[config.mk]
export PLATFORM = sky130hd
export DESIGN_NAME = longest_unique_run_tracker_top
export DESIGN_NICKNAME = d
export VERILOG_FILES = /design/src/sv/lurt_pkg.sv /design/src/sv/lurt_table.sv /design/src/sv/longest_unique_run_tracker_top.sv
export SDC_FILE = /design/constraint.sdc
export NUM_CORES = 2
export LEC_CHECK = 0
export ABC_CLOCK_PERIOD_IN_PS = 21300
export BUFFER_PORTS_ARGS = -buffer_cell sky130_fd_sc_hd__buf_2
export CORE_ASPECT_RATIO = 1.75
export CORE_UTILIZATION = 64
export CTS_CLUSTER_DIAMETER = 100
export DETAILED_ROUTE_END_ITERATION = 10
export GPL_TIMING_DRIVEN = 0
export PLACE_DENSITY = 0.8
export SETUP_SLACK_MARGIN = 0.1
export SYNTH_ARGS = -nofsm -noshare
export SYNTH_HDL_FRONTEND = slang
export SYNTH_SLANG_ARGS = --single-unit
[constraint.sdc]
create_clock -name clock -period 21.3 [get_ports clock]
set_input_delay 2.13 -clock clock [delete_from_list [all_inputs] [get_ports clock]]
set_output_delay 2.13 -clock clock [all_outputs]
set_load 0.1 [all_outputs]
[src/sv/lurt_pkg.sv]
// ----------------------------------------------------------------------------
// lurt_pkg
// Shared widths and control types for the longest unique run tracker.
// ----------------------------------------------------------------------------
package lurt_pkg;

   localparam int LEN_W = 17;   // reported length width
   localparam int SYM_W = 8;    // symbol width

   // position table commands
   typedef struct packed {
      logic rd_en;   // read at a new transaction's index
      logic wr_en;   // record position for the symbol being scored
      logic clear;   // end of string: drop all seen bits
   } tbl_ctrl_type;

endpackage

[src/sv/lurt_table.sv]
// ----------------------------------------------------------------------------
// lurt_table
// Last-seen position memory with seen bits and last-write forwarding.
// ----------------------------------------------------------------------------
module lurt_table #(
   parameter int ENTRIES = 256,
   parameter int IDX_W   = 8,
   parameter int LP_W    = 16
) (
   input  logic                  clock,
   input  logic                  reset,
   input  lurt_pkg::tbl_ctrl_type ctrl,
   input  logic [IDX_W-1:0]      rd_idx,
   input  logic [IDX_W-1:0]      wr_idx,
   input  logic [LP_W-1:0]       wr_pos,
   input  logic [IDX_W-1:0]      lk_idx,
   output logic                  lk_seen,
   output logic [LP_W-1:0]       lk_pos
);

   logic [LP_W-1:0]    mem [ENTRIES];
   logic [LP_W-1:0]    rd_data_ff;
   logic [ENTRIES-1:0] seen_ff;
   logic [ENTRIES-1:0] seen_in;
   logic               fwd_en_ff;
   logic [IDX_W-1:0]   fwd_idx_ff;
   logic [LP_W-1:0]    fwd_pos_ff;

   always_ff @(posedge clock) begin
      if (ctrl.wr_en) begin
         mem[wr_idx] <= wr_pos;
      end
      if (ctrl.rd_en) begin
         rd_data_ff <= mem[rd_idx];
      end
   end

   // most recent write; it covers a read issued on the same edge as that write
   always_ff @(posedge clock) begin
      if (reset) begin
         fwd_en_ff <= 1'b0;
      end else if (ctrl.wr_en) begin
         fwd_en_ff <= 1'b1;
      end
   end

   always_ff @(posedge clock) begin
      if (ctrl.wr_en) begin
         fwd_idx_ff <= wr_idx;
         fwd_pos_ff <= wr_pos;
      end
   end

   // clear wins over the final write of a string
   always_comb begin
      seen_in = seen_ff;
      if (ctrl.clear) begin
         seen_in = '0;
      end else if (ctrl.wr_en) begin
         seen_in[wr_idx] = 1'b1;
      end
   end

   always_ff @(posedge clock) begin
      if (reset) begin
         seen_ff <= '0;
      end else begin
         seen_ff <= seen_in;
      end
   end

   assign lk_seen = seen_ff[lk_idx];
   assign lk_pos  = (fwd_en_ff && (fwd_idx_ff == lk_idx)) ? fwd_pos_ff : rd_data_ff;

endmodule

[src/sv/longest_unique_run_tracker_top.sv]
// ----------------------------------------------------------------------------
// longest_unique_run_tracker_top
// Streaming longest-run-without-repeated-byte tracker, one byte per cycle while responses are taken.
// ----------------------------------------------------------------------------
// The block takes one byte per transaction and returns exactly one response
// for it: the longest repeat-free run so far in the current string. It sustains
// one transaction per clock while responses are taken. The position table is
// read on the accept edge, and the transaction is scored into the response
// register when the stage moves on. The rate is set by the single read port
// of the position memory. A write to an entry is forwarded to a transaction
// that read that entry on the same edge. The stage and the response register
// make a two-deep pipe. While the response waits to be taken, the block takes
// at most one more transaction into the stage and then stalls. A flagged last
// byte returns string_done with the final answer. The string state clears
// the cycle it is scored: one flop per table entry holds the seen bit, so
// there is no clearing pass after reset or between strings. Bytes past
// MAX_STRING_LEN positions are not entered in the table. They raise
// too_long and hold best_length until the string ends.
// ----------------------------------------------------------------------------
module longest_unique_run_tracker_top #(
   parameter int MAX_STRING_LEN = 65536,
   parameter int ALPHABET_SIZE  = 256
) (
   input  logic                         clock,
   input  logic                         reset,
   // request channel
   input  logic                         req_valid,
   output logic                         req_ready,
   input  logic [lurt_pkg::SYM_W-1:0]   req_symbol,
   input  logic                         req_end_of_string,
   // response channel
   output logic                         rsp_valid,
   input  logic                         rsp_ready,
   output logic [lurt_pkg::LEN_W-1:0]   rsp_best_length,
   output logic                         rsp_string_done,
   output logic                         rsp_too_long
);

   localparam int IDX_W   = $clog2(ALPHABET_SIZE);
   localparam int LP_W    = $clog2(MAX_STRING_LEN);
   localparam int POS_W   = $clog2(MAX_STRING_LEN + 1);
   localparam int EXT_W   = (POS_W > lurt_pkg::LEN_W) ? POS_W : lurt_pkg::LEN_W;
   localparam int SYM_CNT = 2 ** lurt_pkg::SYM_W;
   localparam logic [POS_W-1:0] POS_LIMIT = POS_W'(MAX_STRING_LEN);

   // symbol to table index, folded into the alphabet at elaboration
   function automatic logic [SYM_CNT*IDX_W-1:0] fold_table();
      logic [SYM_CNT*IDX_W-1:0] tab;
      tab = '0;
      for (int i = 0; i < SYM_CNT; i++) begin
         tab[i*IDX_W +: IDX_W] = IDX_W'(i % ALPHABET_SIZE);
      end
      return tab;
   endfunction

   localparam logic [SYM_CNT*IDX_W-1:0] FOLD = fold_table();

   // handshake
   logic req_accept;
   logic s1_adv;

   // scoring stage
   logic             s1_valid_ff, s1_valid_in;
   logic [IDX_W-1:0] s1_idx_ff,   s1_idx_in;
   logic             s1_eos_ff,   s1_eos_in;
   logic [IDX_W-1:0] req_idx;

   // per-string state; lb1 holds left bound plus one, so it starts at zero
   logic [POS_W-1:0] pos_ff,  pos_in;
   logic [POS_W-1:0] lb1_ff,  lb1_in;
   logic [POS_W-1:0] best_ff, best_in;
   logic             ovf_ff,  ovf_in;

   // scoring datapath
   logic                   in_range;
   logic                   lk_seen;
   logic [LP_W-1:0]        lk_pos;
   logic [POS_W-1:0]       lp_ext;
   logic [POS_W-1:0]       lb1_new;
   logic [POS_W-1:0]       pos_next;
   logic [POS_W-1:0]       run_len;
   logic [POS_W-1:0]       best_new;
   logic                   ovf_new;
   logic [EXT_W-1:0]       best_ext;
   lurt_pkg::tbl_ctrl_type tbl_ctrl;

   // response register
   logic                       rsp_valid_ff, rsp_valid_in;
   logic [lurt_pkg::LEN_W-1:0] rsp_best_ff,  rsp_best_in;
   logic                       rsp_done_ff,  rsp_done_in;
   logic                       rsp_tl_ff,    rsp_tl_in;

   // --- handshake ---------------------------------------------------------
   // The stage moves on when the response register is empty or being drained.
   assign s1_adv     = s1_valid_ff && (!rsp_valid_ff || rsp_ready);
   assign req_ready  = !s1_valid_ff || s1_adv;
   assign req_accept = req_valid && req_ready;
   assign req_idx    = FOLD[req_symbol*IDX_W +: IDX_W];

   // --- position table ----------------------------------------------------
   always_comb begin
      tbl_ctrl.rd_en = req_accept;
      tbl_ctrl.wr_en = s1_adv && in_range;
      tbl_ctrl.clear = s1_adv && s1_eos_ff;
   end

   lurt_table #(
      .ENTRIES (ALPHABET_SIZE),
      .IDX_W   (IDX_W),
      .LP_W    (LP_W)
   ) u_table (
      .clock   (clock),
      .reset   (reset),
      .ctrl    (tbl_ctrl),
      .rd_idx  (req_idx),
      .wr_idx  (s1_idx_ff),
      .wr_pos  (pos_ff[LP_W-1:0]),
      .lk_idx  (s1_idx_ff),
      .lk_seen (lk_seen),
      .lk_pos  (lk_pos)
   );

   // --- scoring -----------------------------------------------------------
   // A hit inside the window (last seen at or after lb1) pulls the bound up.
   always_comb begin
      in_range = pos_ff < POS_LIMIT;
      lp_ext   = POS_W'(lk_pos);
      pos_next = pos_ff + POS_W'(1);
      if (lk_seen && (lp_ext >= lb1_ff)) begin
         lb1_new = lp_ext + POS_W'(1);
      end else begin
         lb1_new = lb1_ff;
      end
      run_len = pos_next - lb1_new;
      if (in_range && (run_len > best_ff)) begin
         best_new = run_len;
      end else begin
         best_new = best_ff;
      end
      ovf_new  = ovf_ff || !in_range;
      best_ext = EXT_W'(best_new);
   end

   // --- stage and string state --------------------------------------------
   always_comb begin
      s1_valid_in = s1_valid_ff;
      s1_idx_in   = s1_idx_ff;
      s1_eos_in   = s1_eos_ff;
      if (s1_adv) begin
         s1_valid_in = 1'b0;
      end
      if (req_accept) begin
         s1_valid_in = 1'b1;
         s1_idx_in   = req_idx;
         s1_eos_in   = req_end_of_string;
      end

      pos_in  = pos_ff;
      lb1_in  = lb1_ff;
      best_in = best_ff;
      ovf_in  = ovf_ff;
      if (s1_adv) begin
         if (s1_eos_ff) begin
            pos_in  = '0;
            lb1_in  = '0;
            best_in = '0;
            ovf_in  = 1'b0;
         end else begin
            if (in_range) begin
               pos_in = pos_next;
               lb1_in = lb1_new;
            end
            best_in = best_new;
            ovf_in  = ovf_new;
         end
      end
   end

   always_ff @(posedge clock) begin
      if (reset) begin
         s1_valid_ff <= 1'b0;
         pos_ff      <= '0;
         lb1_ff      <= '0;
         best_ff     <= '0;
         ovf_ff      <= 1'b0;
      end else begin
         s1_valid_ff <= s1_valid_in;
         pos_ff      <= pos_in;
         lb1_ff      <= lb1_in;
         best_ff     <= best_in;
         ovf_ff      <= ovf_in;
      end
   end

   always_ff @(posedge clock) begin
      s1_idx_ff <= s1_idx_in;
      s1_eos_ff <= s1_eos_in;
   end

   // --- response register -------------------------------------------------
   always_comb begin
      rsp_valid_in = rsp_valid_ff && !rsp_ready;
      rsp_best_in  = rsp_best_ff;
      rsp_done_in  = rsp_done_ff;
      rsp_tl_in    = rsp_tl_ff;
      if (s1_adv) begin
         rsp_valid_in = 1'b1;
         rsp_best_in  = best_ext[lurt_pkg::LEN_W-1:0];
         rsp_done_in  = s1_eos_ff;
         rsp_tl_in    = ovf_new;
      end
   end

   always_ff @(posedge clock) begin
      if (reset) begin
         rsp_valid_ff <= 1'b0;
      end else begin
         rsp_valid_ff <= rsp_valid_in;
      end
   end

   always_ff @(posedge clock) begin
      rsp_best_ff <= rsp_best_in;
      rsp_done_ff <= rsp_done_in;
      rsp_tl_ff   <= rsp_tl_in;
   end

   assign rsp_valid       = rsp_valid_ff;
   assign rsp_best_length = rsp_best_ff;
   assign rsp_string_done = rsp_done_ff;
   assign rsp_too_long    = rsp_tl_ff;

endmodule

==> impl_metrics.py, run 1 <==
metrics = {
    "run_status": {
        "outcome": "stopped before the end",
        "haltStage": "5_1_grt",
        "stop_error": "[ERROR GRT-0232] Routing congestion too high. Check the congestion heatmap in the GUI.",
    },
    "synth": {
        "synth_nets": 7783,
        "synth.top_cell.area_share": 0.725,
        "synthesis.instances": 7718,
        "synthTopCellsByArea": "edfxtp_1, mux4_2, dfxtp_1",
        "yosysMostFrequentCell": "edfxtp_1",
        "synth_seq_cells": 4475,
        "ys_types": 66,
        "ys_seq_area_frac": 0.761,
        "synth_top_area_cell": "edfxtp_1",
        "yosys_warnings": 0,
        "syn-cell-area_um2": 172000,
        "synth.avg_cell_area_um2": 22.3,
        "synthFlopType": "edfxtp_1",
        "async_reset_ff_frac": 0,
        "synth_common_cells": "edfxtp_1, mux4_2, nor2_1, dfxtp_1, clkbuf_1",
        "synth-edff-count": 4164,
    },
    "clocking": {
        "cts_made_buffers": 368,
        "cts-root-buf": "clkbuf_16",
        "cts.sink_count": 4475,
        "postCtsHoldBufs": 0,
        "cts_setup_buffers": 0,
        "cts_max_level": 5,
        "clk_path_buf_depth": 4,
        "cts_resized": 0,
    },
    "placed_design": {
        "dpl.cell_count": 11585,
        "dp_hpwl_um": 358000,
        "port_buffers": 32,
        "place_ws_ns": 10.96,
        "place.gp.congestion": 0.994,
    },
    "die": {
        "num_rows": 251,
        "start_util": 0.644,
        "die-width_um": 394,
        "ios": 34,
        "die_h_um": 689,
    },
    "global_route": {
        "track_usage": 0.597,
        "grt_max_degree": 97,
        "grt-ovfl-total": 18,
        "antenna_found_initial": 178,
    },
}
==> stage by stage <==
stage | instance area [µm²] | utilization
global placement | 177000 | 0.662
detailed placement | 183000 | 0.685
CTS | 196000 | 0.732
floorplan | 172000 | -
==> cells by family after synthesis <==
logic type,count (synthesis),share of synthesized area
muxes,1490,0.189
adders and majority gates,52,0.00382
and+or+nand+nor,939,0.0223
buffers and inverters,474,0.0113
AOI/OAI and AO/OA,238,0.00951
DFF,4475,0.761
xor gates and xnor gates,50,0.00254
==> routing by layer <==
| metal | GRT usage | overflow |
|---|---|---|
| met2 | 0.801 | 6 |
| met5 | 0.291 | 0 |
| met1 | 0.572 | 1 |
| met3 | 0.436 | 0 |
| met4 | 0.542 | 11 |
==> inputs of run 2 (changes only) <==
--- a/config.mk
+++ b/config.mk
@@ -7,13 +7,10 @@
 export LEC_CHECK = 0
 export ABC_CLOCK_PERIOD_IN_PS = 21300
 export BUFFER_PORTS_ARGS = -buffer_cell sky130_fd_sc_hd__buf_2
-export CORE_ASPECT_RATIO = 1.75
-export CORE_UTILIZATION = 64
-export CTS_CLUSTER_DIAMETER = 100
+export CORE_UTILIZATION = 40
 export DETAILED_ROUTE_END_ITERATION = 10
 export GPL_TIMING_DRIVEN = 0
-export PLACE_DENSITY = 0.8
-export SETUP_SLACK_MARGIN = 0.1
+export PLACE_DENSITY_LB_ADDON = 0.15
 export SYNTH_ARGS = -nofsm -noshare
 export SYNTH_HDL_FRONTEND = slang
 export SYNTH_SLANG_ARGS = --single-unit
==> impl_metrics.py, run 2 <==
metrics = {
    "die": {
        "start_util": 0.403,
        "die-width_um": 659,
        "fp.dieArea_um2": 434000,
        "core_um2": 428000,
        "ios": 34,
        "die_h_um": 659,
        "num_rows": 240,
    },
    "sta": {
        "min_period_ns": 11.29,
        "drv_slew": 59,
        "skew_ns": 0.0708,
        "whs_ns": 0.434,
        "rsz0062_at_grt": "no",
        "fmax_mhz": 88.6,
        "tightest_slew_ns": 1.56,
        "totalNegativeSetupSlack_ns": 0,
        "maxSlewHeadroom": -0.0427,
        "final.period_utilization": 0.530,
        "hold_violations": 0,
        "finalSetupViolations": 0,
    },
    "synth": {
        "synth.avg_cell_area_um2": 22.3,
        "ys_seq_area_frac": 0.761,
        "synth_nets": 7783,
        "synth_top_area_cell": "edfxtp_1",
        "async_reset_ff_frac": 0,
        "yosys_warnings": 0,
        "synthesis.instances": 7718,
        "synth-edff-count": 4164,
        "synthTopCellsByArea": "edfxtp_1, mux4_2, dfxtp_1",
        "synth_common_cells": "edfxtp_1, mux4_2, nor2_1, dfxtp_1, clkbuf_1",
        "syn-cell-area_um2": 172000,
        "synth_seq_cells": 4475,
        "synthFlopType": "edfxtp_1",
        "ys_types": 66,
        "yosysMostFrequentCell": "edfxtp_1",
        "synth.top_cell.area_share": 0.725,
    },
    "drt": {
        "drtIter0Drc": 11146,
        "viasPerCell": 5.83,
        "totalWireLength_um": 517000,
        "detail_route.wl_per_cell_um": 35.4,
        "ant_nets": 0,
        "drc": 0,
        "drtPass1Iterations": 5,
        "vias": 85252,
    },
    "min_path": {
        "hold-path-endpoint": "u_table.fwd_idx_ff[3]$_DFFE_PP_",
        "hp-start": "s1_idx_ff[3]$_DFFE_PP_",
        "min_delay_path_depth": 0,
        "hold_class": "reg2reg",
    },
    "cells_and_area": {
        "area_growth_pct": 16.6,
        "final_common_cell": "edfxtp_1",
        "n_fill_cell": 35365,
        "post_route_cells_drive_above_1_share": 0.318,
        "final_cell_area_um2": 201000,
        "seq_area_um2": 131000,
        "reg_top3": "u_table.mem (4096), u_table.seen_ff (256)",
        "multi_input_area_um2": 40000,
        "top_register": "u_table.mem",
        "largest_register_ffs": 4096,
        "nets": 8570,
        "final_cell_mix": "edfxtp_1, mux4_2, nor2_1",
    },
    "clocking": {
        "cts-root-buf": "clkbuf_16",
        "cts.sink_count": 4475,
        "cts_max_level": 5,
        "clk_latency_ns": 1.03,
        "clk_path_buf_depth": 4,
        "cts_tree": "built",
        "cts_made_buffers": 459,
        "path_clk_slew_ns": 0.07,
        "cts_setup_buffers": 0,
        "cts_resized": 0,
        "postCtsHoldBufs": 0,
    },
    "placed_design": {
        "place_area_um2": 186000,
        "place.gp.congestion": 0.925,
        "dp_hpwl_um": 358000,
        "port_buffers": 32,
    },
    "global_route": {
        "antenna_found_initial": 56,
        "grt-ovfl-total": 0,
        "grt_pass1_vias": 85494,
        "track_usage": 0.236,
        "grt_max_degree": 84,
        "grt_pass1_wl_um": 707000,
    },
    "power_and_ir_drop": {
        "power_density_nw_per_um2": 90.2,
        "power.leakage_nw": 57.6,
        "power.total_mw": 18.1,
        "ir_drop_mv": 0.0756,
    },
    "worst_setup_path": {
        "worstSetupStartpointType": "flip-flop",
        "cp_max_fo": 10,
        "required_ns": 22.17,
        "r2r_slack_ns": 10.01,
        "crit_start": "s1_idx_ff[1]$_DFFE_PP_",
        "crit_path_end_kind": "flip-flop",
        "r2r_end": "best_ff[9]$_SDFFE_PP0P_",
        "r2r_start": "s1_idx_ff[1]$_DFFE_PP_",
        "worst_path_max_delay_cell": "a21oi_1",
        "rr_worst_depth": 35,
        "path_class": "reg2reg",
        "slowest_delay_ns": 1.00,
        "cp.arrival_ns": 12.16,
    },
    "run_status": {
        "outcome": "complete, but fails checks",
        "violations": "max-capacitance violations, max-slew violations",
    },
    "job": {
        "cap_violations": 6,
    },
}
run 2: cell counts after synthesis:
Identical to the previous run, type by type.
run 2: power by group:
group	total [mW]	switching [mW]	leakage [nW]	internal (mW)
logic	0.620	0.420	13.3	0.200
clock network	8.00	3.46	7.30	4.54
registers	9.50	0.0103	37.1	9.49
total	18.1	3.89	57.6	14.2
run 2: cells by family after synthesis:
logic type	after synthesis	share of synthesized area
multiplexers	1490	0.189
AND/OR/NAND/NOR	939	0.0223
AO/OA/AOI/OAI	238	0.00951
adder cells (fa/ha/maj)	52	0.00382
XOR/XNOR	50	0.00254
buffers and inverters	474	0.0113
flip-flops	4475	0.761
run 2: area by class of cell:
cell class              count  area share
well taps                5687      0.0354
diodes                     31    0.000386
inverters                  57     0.00106
flip-flops and latches   4475       0.653
plain buffers             417     0.00890
repair buffers            326      0.0275
multi-input cells        2769       0.199
clock inverters           275      0.0130
clock buffers             582      0.0613
run 2: worst max path at each step:
stage | endpoint | slack (ns) | cells after the start
2_1_floorplan | best_ff[12]$_SDFFE_PP0P_ | 12.59 | 23
6_report | best_ff[9]$_SDFFE_PP0P_ | 10.01 | 35
4_1_cts | best_ff[10]$_SDFFE_PP0P_ | 10.34 | 35
3_3_place_gp | best_ff[10]$_SDFFE_PP0P_ | 6.27 | 23
3_5_place_dp | best_ff[9]$_SDFFE_PP0P_ | 10.37 | 35
5_1_grt | best_ff[9]$_SDFFE_PP0P_ | 9.50 | 35
run 2: through the flow:
| step | util | cells | setup WS, ns |
|---|---|---|---|
| final | 0.469 | 14619 | 10.01 |
| after global routing | 0.469 | 14590 | 9.50 |
| after CTS | 0.469 | 14588 | 10.34 |
| after detailed placement | 0.434 | 13731 | 10.37 |
| after global placement | 0.420 | 13437 | 6.27 |
| after floorplan | - | 7718 | 12.59 |
run 2: routing by layer:
layer | share of wire | vias up | GRT usage
met5 | 0.000025 | - | 0
met4 | 0.037 | 2 | 0.0782
met3 | 0.086 | 734 | 0.0483
met2 | 0.47 | 3812 | 0.376
met1 | 0.40 | 46641 | 0.327
li1 | - | 34063 | -
run 2: worst max-delay path, delay by kind of cell, from the launching register on:
kind | cells | cell delay, ns
xor gates and xnor gates | 2 | 0.40
muxes | 2 | 0.83
DFF | 1 | 0.50
and+or+nand+nor | 7 | 1.70
adders and majority gates | 4 | 1.19
buffers and inverters | 5 | 2.01
AOI/OAI and AO/OA | 15 | 4.47
Power figures use the tool's default switching activity.
